**config.mk**
```make
export PLATFORM = sky130hd
export DESIGN_NAME = dvs_event_byte_parser_core
export DESIGN_NICKNAME = d
export VERILOG_FILES = /design/src/rtl/dvsbp_pkg.sv /design/src/rtl/dvsbp_frame.sv /design/src/rtl/dvs_event_byte_parser_core.sv
export SDC_FILE = /design/constraint.sdc
export NUM_CORES = 1
export LEC_CHECK = 0
export BUFFER_PORTS_ARGS = -buffer_cell sky130_fd_sc_hd__buf_2
export CAP_MARGIN = 15
export CORE_MARGIN = 2
export CORE_UTILIZATION = 41
export DETAILED_ROUTE_END_ITERATION = 16
export GPL_TIMING_DRIVEN = 0
export PLACE_DENSITY = 0.56
export SETUP_SLACK_MARGIN = 0.5
export SYNTH_ARGS = -nofsm -noshare
export SYNTH_HDL_FRONTEND = slang
export SYNTH_SLANG_ARGS = --single-unit
```
**constraint.sdc**
```tcl
create_clock -name clk -period 6.75 [get_ports clk]
set_clock_uncertainty 0.2 [all_clocks]
set_input_delay 0.675 -clock clk [delete_from_list [all_inputs] [get_ports clk]]
set_output_delay 0.675 -clock clk [all_outputs]
set_load 0.005 [all_outputs]
```
**src/rtl/dvsbp_pkg.sv**
```systemverilog
// Package for the event camera byte stream parser.
// Holds register indexes, timestamp mode codes and the shared structs.
// No dependencies.
package dvsbp_pkg;

    localparam int CFG_INDEX_W = 2;
    localparam int CFG_DATA_W  = 3;

    localparam logic [CFG_INDEX_W-1:0] REG_ADDRESS_MODE   = 2'd0;
    localparam logic [CFG_INDEX_W-1:0] REG_TIMESTAMP_MODE = 2'd1;
    localparam logic [CFG_INDEX_W-1:0] REG_ONLINE_MODE    = 2'd2;

    localparam logic [2:0] TS_NONE  = 3'd0;
    localparam logic [2:0] TS_TWO   = 3'd1;
    localparam logic [2:0] TS_THREE = 3'd2;
    localparam logic [2:0] TS_FOUR  = 3'd3;
    localparam logic [2:0] TS_DELTA = 3'd4;

    localparam logic [3:0] ADDR_BYTES_SHORT = 4'd2;
    localparam logic [3:0] ADDR_BYTES_LONG  = 4'd4;
    localparam logic [3:0] DELTA_MAX_BYTES  = 4'd4;

    localparam logic [31:0] WRAP_TWO   = 32'h0001_0000;
    localparam logic [31:0] WRAP_THREE = 32'h0100_0000;

    typedef struct packed {
        logic       address_mode;
        logic [2:0] timestamp_mode;
        logic       online_mode;
    } cfg_t;

    typedef struct packed {
        logic        valid;
        logic [6:0]  x;
        logic [6:0]  y;
        logic [31:0] timestamp;
    } event_t;

endpackage

```
**src/rtl/dvsbp_frame.sv**
```systemverilog
// Frame assembly: byte count, address and timestamp shift registers,
// timestamp unwrap and delta accumulation. Produces one event per frame.
// Depends on dvsbp_pkg.
module dvsbp_frame
    import dvsbp_pkg::*;
(
    input  logic       clk,
    input  logic       rst_n,
    input  logic       step_en,
    input  logic [7:0] step_byte,
    input  cfg_t       cfg,
    input  logic       cfg_clear,
    output event_t     evt
);

    logic [3:0]  count_reg, count_next;
    logic [31:0] offset_reg, offset_next;
    logic [23:0] last_raw_reg, last_raw_next;
    logic [15:0] addr_reg, addr_next;
    logic [31:0] ts_reg, ts_next;

    logic [3:0]  alen;
    logic [3:0]  frame_len;
    logic [3:0]  count_inc;
    logic        skip;
    logic        is_addr;
    logic        ts_first;
    logic        delta;
    logic [31:0] raw_ext;
    logic        wrap;
    logic [31:0] offset_wrap;
    logic [31:0] offset_sel;
    logic [31:0] sum;
    logic        emit;
    logic [31:0] t;

    always_comb
    begin
        alen = cfg.address_mode ? ADDR_BYTES_LONG : ADDR_BYTES_SHORT;
        case (cfg.timestamp_mode)
            TS_TWO:   frame_len = alen + 4'd2;
            TS_THREE: frame_len = alen + 4'd3;
            TS_FOUR:  frame_len = alen + 4'd4;
            TS_DELTA: frame_len = alen + DELTA_MAX_BYTES;
            default:  frame_len = alen;
        endcase

        delta     = (cfg.timestamp_mode == TS_DELTA);
        skip      = cfg.online_mode && (count_reg == 4'd0) && !step_byte[7];
        count_inc = count_reg + 4'd1;
        is_addr   = (count_reg < alen);
        ts_first  = (count_reg == alen);

        addr_next = is_addr ? {addr_reg[7:0], step_byte} : addr_reg;

        if (is_addr)
            ts_next = ts_reg;
        else if (delta)
            ts_next = ts_first ? {25'd0, step_byte[6:0]} : {ts_reg[24:0], step_byte[6:0]};
        else
            ts_next = ts_first ? {24'd0, step_byte} : {ts_reg[23:0], step_byte};

        case (cfg.timestamp_mode)
            TS_TWO:   raw_ext = {16'd0, ts_next[15:0]};
            TS_THREE: raw_ext = {8'd0, ts_next[23:0]};
            default:  raw_ext = ts_next;
        endcase

        wrap = ((cfg.timestamp_mode == TS_TWO) || (cfg.timestamp_mode == TS_THREE))
               && (raw_ext[23:0] < last_raw_reg);
        offset_wrap = offset_reg
                      + ((cfg.timestamp_mode == TS_TWO) ? WRAP_TWO : WRAP_THREE);
        offset_sel  = wrap ? offset_wrap : offset_reg;
        sum         = raw_ext + offset_sel;

        if (delta)
            emit = (count_inc > alen) && step_byte[7];
        else
            emit = (count_inc >= frame_len);

        count_next    = count_reg;
        offset_next   = offset_reg;
        last_raw_next = last_raw_reg;
        t             = 32'd0;

        if (!skip)
        begin
            if (emit)
            begin
                count_next = 4'd0;
                case (cfg.timestamp_mode)
                    TS_TWO, TS_THREE:
                    begin
                        offset_next   = offset_sel;
                        last_raw_next = raw_ext[23:0];
                        t             = sum;
                    end
                    TS_FOUR:
                    begin
                        last_raw_next = ts_next[23:0];
                        t             = ts_next;
                    end
                    TS_DELTA:
                    begin
                        offset_next   = sum;
                        last_raw_next = sum[23:0];
                        t             = sum;
                    end
                    TS_NONE:
                    begin
                        last_raw_next = 24'd0;
                    end
                    default:
                    begin
                        last_raw_next = 24'd0;
                    end
                endcase
            end
            else if (delta && (count_inc > alen) && (count_inc >= alen + DELTA_MAX_BYTES))
                count_next = 4'd0;
            else
                count_next = count_inc;
        end

        evt.valid     = step_en && !skip && emit;
        evt.timestamp = t;
        if (cfg.online_mode)
        begin
            evt.x = addr_next[6:0];
            evt.y = ~addr_next[14:8];
        end
        else
        begin
            evt.x = addr_next[7:1];
            evt.y = addr_next[14:8];
        end
    end

    always_ff @(posedge clk or negedge rst_n)
    begin
        if (!rst_n)
        begin
            count_reg    <= 4'd0;
            offset_reg   <= 32'd0;
            last_raw_reg <= 24'd0;
        end
        else if (cfg_clear)
        begin
            count_reg    <= 4'd0;
            offset_reg   <= 32'd0;
            last_raw_reg <= 24'd0;
        end
        else if (step_en)
        begin
            count_reg    <= count_next;
            offset_reg   <= offset_next;
            last_raw_reg <= last_raw_next;
        end
    end

    always_ff @(posedge clk)
    begin
        if (step_en && !skip)
        begin
            addr_reg <= addr_next;
            ts_reg   <= ts_next;
        end
    end

endmodule

```
**src/rtl/dvs_event_byte_parser_core.sv**
```systemverilog
// A byte is held in the input register; its event (if any) then in the result register.
// Throughput: one byte per cycle while the output is not stalled.
// The input register stalls only when a result is held and the output is stalled.
// Reset (async, rst_n low): config registers, frame count, time offset and last raw
// time clear to zero; input and result registers go empty.
// Top level of the event camera byte stream parser. Depends on dvsbp_pkg, dvsbp_frame.
module dvs_event_byte_parser_core
    import dvsbp_pkg::*;
(
    input  logic                   clk,
    input  logic                   rst_n,
    input  logic                   cfg_write_en,
    input  logic [CFG_INDEX_W-1:0] cfg_index,
    input  logic [CFG_DATA_W-1:0]  cfg_data,
    input  logic                   in_valid,
    output logic                   in_stall,
    input  logic [7:0]             data_byte,
    output logic                   out_valid,
    input  logic                   out_stall,
    output logic [6:0]             x,
    output logic [6:0]             y,
    output logic [31:0]            timestamp
);

    cfg_t        cfg_reg;
    logic        cfg_clear;
    logic        in_valid_reg;
    logic [7:0]  in_byte_reg;
    logic        out_valid_reg;
    logic [6:0]  x_reg;
    logic [6:0]  y_reg;
    logic [31:0] timestamp_reg;
    logic        step_en;
    logic        in_take;
    event_t      evt;

    assign step_en   = in_valid_reg && (!out_valid_reg || !out_stall);
    assign in_stall  = in_valid_reg && !step_en;
    assign in_take   = in_valid && !in_stall;
    assign cfg_clear = cfg_write_en
                       && ((cfg_index == REG_ADDRESS_MODE) || (cfg_index == REG_TIMESTAMP_MODE));

    always_ff @(posedge clk or negedge rst_n)
    begin
        if (!rst_n)
        begin
            cfg_reg <= '0;
        end
        else if (cfg_write_en)
        begin
            case (cfg_index)
                REG_ADDRESS_MODE:   cfg_reg.address_mode   <= cfg_data[0];
                REG_TIMESTAMP_MODE: cfg_reg.timestamp_mode <= cfg_data;
                REG_ONLINE_MODE:    cfg_reg.online_mode    <= cfg_data[0];
                default:            cfg_reg <= cfg_reg;
            endcase
        end
    end

    always_ff @(posedge clk or negedge rst_n)
    begin
        if (!rst_n)
        begin
            in_valid_reg  <= 1'b0;
            out_valid_reg <= 1'b0;
        end
        else
        begin
            if (in_take)
                in_valid_reg <= 1'b1;
            else if (step_en)
                in_valid_reg <= 1'b0;

            if (step_en)
                out_valid_reg <= evt.valid;
            else if (!out_stall)
                out_valid_reg <= 1'b0;
        end
    end

    always_ff @(posedge clk)
    begin
        if (in_take)
            in_byte_reg <= data_byte;
        if (evt.valid)
        begin
            x_reg         <= evt.x;
            y_reg         <= evt.y;
            timestamp_reg <= evt.timestamp;
        end
    end

    dvsbp_frame u_frame (
        .clk       (clk),
        .rst_n     (rst_n),
        .step_en   (step_en),
        .step_byte (in_byte_reg),
        .cfg       (cfg_reg),
        .cfg_clear (cfg_clear),
        .evt       (evt)
    );

    assign out_valid = out_valid_reg;
    assign x         = x_reg;
    assign y         = y_reg;
    assign timestamp = timestamp_reg;

endmodule
```
# Yosys cells after proc, flatten, opt, wreduce, memory -nomap -nowiden
# Cells that the tools add are included.
[word_totals]
reg_bits = 168
inputBits = 18
out_inout_bits = 48
word_cells = 105
[classes]
add_sub_neg = 6
n_lt_le_gt_ge = 5
n_eq_ne = 9
n_mux = 32
n_bitwise = 2
reduce_logical = 37
[op_table]
columns = ["cell", "n"]
rows = [
  ["32-bit 2-to-1 mux", 9],
  ["32-bit one-hot mux with 2 select lines", 3],
  ["24-bit 2-to-1 mux", 4],
  ["24-bit one-hot mux with 3 select lines", 1],
  ["32-bit adder", 2],
  ["25-bit 2-to-1 mux", 1],
  ["24-bit < comparator", 1],
  ["4-bit 2-to-1 mux", 5],
  ["15-bit 2-to-1 mux", 1],
  ["14-bit 2-to-1 mux", 1],
  ["1-bit logical AND", 12],
  ["4-bit one-hot mux with 3 select lines", 1],
  ["4-bit by 2-bit adder with 4-bit output (second input constant)", 2],
  ["4-bit greater-or-equal comparator", 2],
  ["2-bit AND reduction", 4],
  ["7-bit inverter", 1],
  ["3-bit by 2-bit == test with 1-bit output (second input constant)", 2],
  ["1-bit logical NOT", 6],
  ["2-bit nonzero test", 3],
  ["2-bit OR reduction", 3],
  ["1-bit 2-to-1 mux", 5],
  ["4-bit by 1-bit adder with 4-bit output (second input constant)", 1],
  ["4-bit by 3-bit adder with 4-bit output (second input constant)", 1],
  ["4-bit == test", 1],
  ["other kinds (17)", 19],
]

# Depth between registers and ports, before layout
[logic_depth]
word_depth = 15
mapped_depth = 27
ltp_nobuf = 25

# Hierarchy
# A second synthesis with hierarchy kept.
[hier_totals]
cells_unflattened = 1058
hier_area_um2 = 10453.8
[modules_own_cells]
columns = ["mod", "n_inst", "cells_per_inst", "area_each_um2", "seq_area_each_um2"]
rows = [
  ["dvsbp_frame", 1, 982, 8516.9, 2912.8],
  ["dvs_event_byte_parser_core", 1, 76, 1936.9, 1796.7],
]

# Worst setup path after synthesis
# OpenSTA, ideal clock, no wires.
[synth_timing]
kind = "reg-to-reg"
startpoint = "register cfg_reg[4] in the netlist's numbering"
endpoint = "register timestamp_reg[31] (netlist: timestamp[31]), data pin"
setup_time_ps = 262
t_arrival_ps = 5773
required_ps = 6288
setup_slack_ps = 515
path_stages_with_launch = 26
n_path_buf = 2
synth_period_minus_slack_ps = 6235
path_cell_list = "dfrtp_1 inv_1 ha_1 nand2b_1 and2_1 clkbuf_1 clkbuf_1 nand2_1 o21ai_0 and2_1 ha_1 nand4_1 nor4_1 a221oi_2 o2111ai_2 or4_1 xnor2_1 ha_1 and3_1 and3_1 a22o_1 and3_1 a221oi_1 o21ai_0 xnor2_1 o21ai_1"
[synth_between]
elab_chain_len = 11
word_cells_on_any_way = 23
cone_classes = "add/sub (4); order compare (4); eq/ne (1); mux (10); bitwise (1); reduce/logical (3)"
[synth_lines]
columns = ["item", "line_no", "source"]
rows = [
  ["start: declaration", "dvs_event_byte_parser_core.sv:25", "cfg_t cfg_reg;"],
  ["start signal: assignment", "dvs_event_byte_parser_core.sv:55", "default: cfg_reg <= cfg_reg;"],
  ["3-bit 2-to-1 mux (*)", "dvsbp_frame.sv:39", "alen = cfg.address_mode ? ADDR_BYTES_LONG : ADDR_BYTES_SHORT;"],
  ["4-bit == test", "dvsbp_frame.sv:52", "ts_first = (count_reg == alen);"],
  ["32-bit 2-to-1 mux, on equally long branches", "dvsbp_frame.sv:61, dvsbp_frame.sv:59", ""],
  ["32-bit 2-to-1 mux", "dvsbp_frame.sv:58", "else if (delta)"],
  ["32-bit 2-to-1 mux (*)", "dvsbp_frame.sv:56", "if (is_addr)"],
  ["named net u_frame.ts_next[22]", "dvsbp_frame.sv:20", "logic [31:0] ts_reg, ts_next;"],
  ["32-bit one-hot mux with 2 select lines (*)", "dvsbp_frame.sv:63", "case (cfg.timestamp_mode)"],
  ["24-bit < comparator", "dvsbp_frame.sv:70", "&& (raw_ext[23:0] < last_raw_reg);"],
  ["1-bit logical AND", "dvsbp_frame.sv:70", ""],
  ["32-bit 2-to-1 mux", "dvsbp_frame.sv:73", "offset_sel = wrap ? offset_wrap : offset_reg;"],
  ["32-bit adder (*)", "dvsbp_frame.sv:74", "sum = raw_ext + offset_sel;"],
  ["32-bit one-hot mux with 2 select lines (*)", "dvsbp_frame.sv:91", "case (cfg.timestamp_mode)"],
  ["end signal: assignment", "dvs_event_byte_parser_core.sv:89", "timestamp_reg <= evt.timestamp;"],
  ["end: declaration", "dvs_event_byte_parser_core.sv:32", "logic [31:0] timestamp_reg;"],
]
# The timed path passes the listed nets; every way through them passes the cells marked *.
# A chain may end at the register's enable or synchronous reset.

# Final worst setup path
[layout_timing]
startpoint = "register u_frame.count_reg[1]"
endpoint = "register timestamp_reg[27] (netlist: timestamp[27]), data pin"
[layout_between]
elab_chain_len = 10
word_cells_on_any_way = 22
cone_classes = "add/sub (2); order compare (4); eq/ne (1); mux (8); bitwise (1); reduce/logical (6)"
[layout_lines]
columns = ["item", "line_no", "source"]
rows = [
  ["start: declaration", "dvsbp_frame.sv:16", "logic [3:0] count_reg, count_next;"],
  ["start signal: assignment", "dvsbp_frame.sv:155", "count_reg <= count_next;"],
  ["4-bit == test", "dvsbp_frame.sv:52", ""],
  ["32-bit 2-to-1 mux, on equally long branches", "dvsbp_frame.sv:61, dvsbp_frame.sv:59", ""],
  ["32-bit 2-to-1 mux", "dvsbp_frame.sv:58", ""],
  ["32-bit 2-to-1 mux (*)", "dvsbp_frame.sv:56", ""],
  ["named net u_frame.ts_next[17]", "dvsbp_frame.sv:20", ""],
  ["32-bit one-hot mux with 2 select lines (*)", "dvsbp_frame.sv:63", ""],
  ["24-bit < comparator", "dvsbp_frame.sv:70", ""],
  ["1-bit logical AND", "dvsbp_frame.sv:70", ""],
  ["32-bit 2-to-1 mux", "dvsbp_frame.sv:73", ""],
  ["32-bit adder (*)", "dvsbp_frame.sv:74", ""],
  ["32-bit one-hot mux with 2 select lines (*)", "dvsbp_frame.sv:91", ""],
]
# Marks and branches as above.

==> flow_metrics.tcl <==
set metrics [dict create \
    ys_seq_area_share_pct 44.83 \
    rr_endpoint "timestamp[27]" \
    dp_cells 1440 \
    finalCriticalPeriod_ns 6.044 \
    layout.nets 1261 \
    syn_inst 1041 \
    dieArea_um2 26920 \
    vias 8813 \
    cts.clk_slew.worst_paths_ns 0.07 \
    worst-path-max-fanout 7 \
    numPortBuffers 65 \
    slew_headroom_pct 11.60 \
    start_util_pct 41.72 \
    tns_ns 0 \
    r2r_slack_ns 0.71 \
    drtIter0Drc 732 \
    drc 0 \
    grt_max_degree 47 \
    hold_class "input pin to register" \
    grtUsageTotal_pct 23.95 \
    cts_tree "built" \
    fin_crit_sh_pct 89.54 \
    reg2regPathDepth 23 \
    power_density_nw_per_um2 430.4 \
    endpoint_kind "register" \
    n_antenna_cell 0 \
    drive_gt1_share_pct 23.46 \
    tightest_slew_ns 1.320 \
    rsz0062_at_grt "false" \
    clock-sinks 168 \
    dpl_cell_area_um2 11360 \
    clock_latency_ns 0.44 \
    num_io_pins 66 \
    hold_slack_ns 0.2099 \
    synth_cell_types 78 \
    antenna_found_initial 0 \
    endpoint "timestamp[27]" \
    timing.rr.start "u_frame.count_reg[1]" \
    final_cell_mix "101 x edfxtp_1, 88 x nand2_1, 69 x buf_2" \
    num-fill-cells 2318 \
    crit_start "u_frame.count_reg[1]" \
    die_h_um 164.1 \
    drv_cap 0 \
    critical_path_arrival_ns 6.01 \
    status "finished, final reports clean" \
    wl_per_cell_um 21.07 \
    final_cells 1515 \
    synth_fp_nets 1130 \
    max_clock_freq_ghz 0.1655 \
    hpwl_um 23230 \
    ys_warn_count 0 \
    core_um2 25180 \
    ys_top_cells_by_area "edfxtp_1 29%, dfrtp_1 16%, ha_1 8.3%, nand2_1 3.4%, a21oi_1 3.1%" \
    clock-root-buffer "clkbuf_16" \
    cp.required_ns 6.71 \
    grt-ovfl-total 0 \
    synthFlopType "edfxtp_1" \
    ir_drop_mv 0.2026 \
    p_leak_uw 0.005272 \
    critical_path_class "register to register" \
    cts-buffers-inserted 17 \
    yosysTopAreaCell "edfxtp_1" \
    syn-mean-instance-area_um2 10.09 \
    setup_viol 0 \
    totalWireLength_um 31930 \
    ys_ff_latch 168 \
    dr.pass1.iters 5 \
    ant_nets 0 \
    vias_per_cell 5.817 \
    cts.htree.levels 4 \
    gp_congestion 0.9707 \
    clock_path_buffers 2 \
    finalHoldViolCount 0 \
    die_w_um 164.1 \
    synthArstFlopShare_pct 39.88 \
    synth-edff-count 101 \
    final_common_cell "edfxtp_1" \
    rows 58 \
    first_global_vias 8325 \
    grt_pass1_wl_um 48440 \
    maxSlewViolCount 0 \
    syn_to_final_growth_pct 23.06 \
    synth_area_um2 10510 \
    design_area_um2 12930 \
    synth_top_area_share_pct 28.87 \
    startpoint_type "register" \
]
[worst min path at each step]
stage	to	startpoint	depth (start not counted)	slack, ns
after floorplan	cfg_reg[0]	rst_n	0	0.18
after CTS	in_byte_reg[5]	data_byte[5]	1	0.19
final	in_byte_reg[5]	data_byte[5]	1	0.21
after global placement	u_frame.offset_reg[11]	u_frame.offset_reg[11]	2	0.27
after global routing	in_byte_reg[5]	data_byte[5]	1	0.19
after detailed placement	u_frame.last_raw_reg[20]	u_frame.last_raw_reg[20]	2	0.28
[metrics by stage]
step                total power [µW]  setup slack [ns]  util, %
floorplan                       3242            0.5152        -
global placement                3982            -2.779    44.65
detailed placement              4035            -1.300    45.10
CTS                             5252            0.5066    48.98
global route                    5916            0.4107    51.34
finish                          5565            0.7059    51.34
[routing by layer]
layer	part of all wire (%)	track usage [%]
met1	47	34.39
met2	45	37.54
met3	6.2	3.990
met4	1.8	6.180
met5	0	0
[worst max-delay path, stage by stage, from the launching register on]
cell,delay [ns]
dfrtp_1,0.42
inv_1,0.13
ha_4,0.21
nand4bb_1,0.11
a21bo_4,0.29
buf_12,0.16
o21ai_4,0.24
and2_4,0.19
ha_1,0.23
nand4_1,0.22
nor3_2,0.09
a221oi_2,0.35
o2111ai_4,0.25
or4_4,0.62
xnor2_4,0.21
ha_4,0.24
and3_4,0.16
and3_1,0.17
a22o_1,0.27
and3_4,0.20
a221oi_4,0.36
xor2_2,0.21
a2bb2oi_1,0.17
nor2_1,0.07
[cell type report]
type	count	area (µm²)	share of cell area (%)
Tap cell	330	412.9	3.194
Sequential cell	168	4712	36.45
Timing Repair Buffer	112	773.2	5.981
Buffer	46	291.5	2.255
Multi-Input combinational cell	766	5883	45.50
Clock inverter	15	196.4	1.519
Clock buffer	17	425.4	3.290
Inverter	61	234.0	1.810
[cells in the mapped netlist (11+ instances only)]
master and n:
inv_1 61, a22oi_1 28, nand3_1 27, xnor2_1 29, nand2_1 94, a21oi_1 66
and3_1 16, a21o_1 13, dfrtp_1 67, nor2_1 65, xor2_1 21, nor3_1 16
edfxtp_1 101, mux2_2 22, clkbuf_1 36, nor2b_1 15, o21ai_0 58, a22o_1 11
mux2i_1 32, o22ai_1 18, ha_1 70
[power by group]
group | switching, µW | internal (µW)
sequential | 145 | 1460
combinational | 1800 | 1140
clock | 508 | 512
[cells by family (layout without fill, tap and decap cells)]
family	count (synthesis)	count (layout)	synth area share, %
AND/OR/NAND/NOR	295	295	13.90
multiplexers	54	54	5.407
buffers and inverters	107	251	4.013
flip-flops	168	168	44.83
AO/OA/AOI/OAI	296	296	19.16
adder cells (fa/ha/maj)	71	71	8.527
XOR/XNOR	50	50	4.168
[timing repair]
item,CTS,global route
gates cloned,0,1
gates resized for setup,76,82
hold buffers,1,0
endpoints found under the setup margin,40,30
pin swaps,9,32
setup buffers,11,30
hold endpoints to repair,21,0
(Power assumes the default switching activity.)
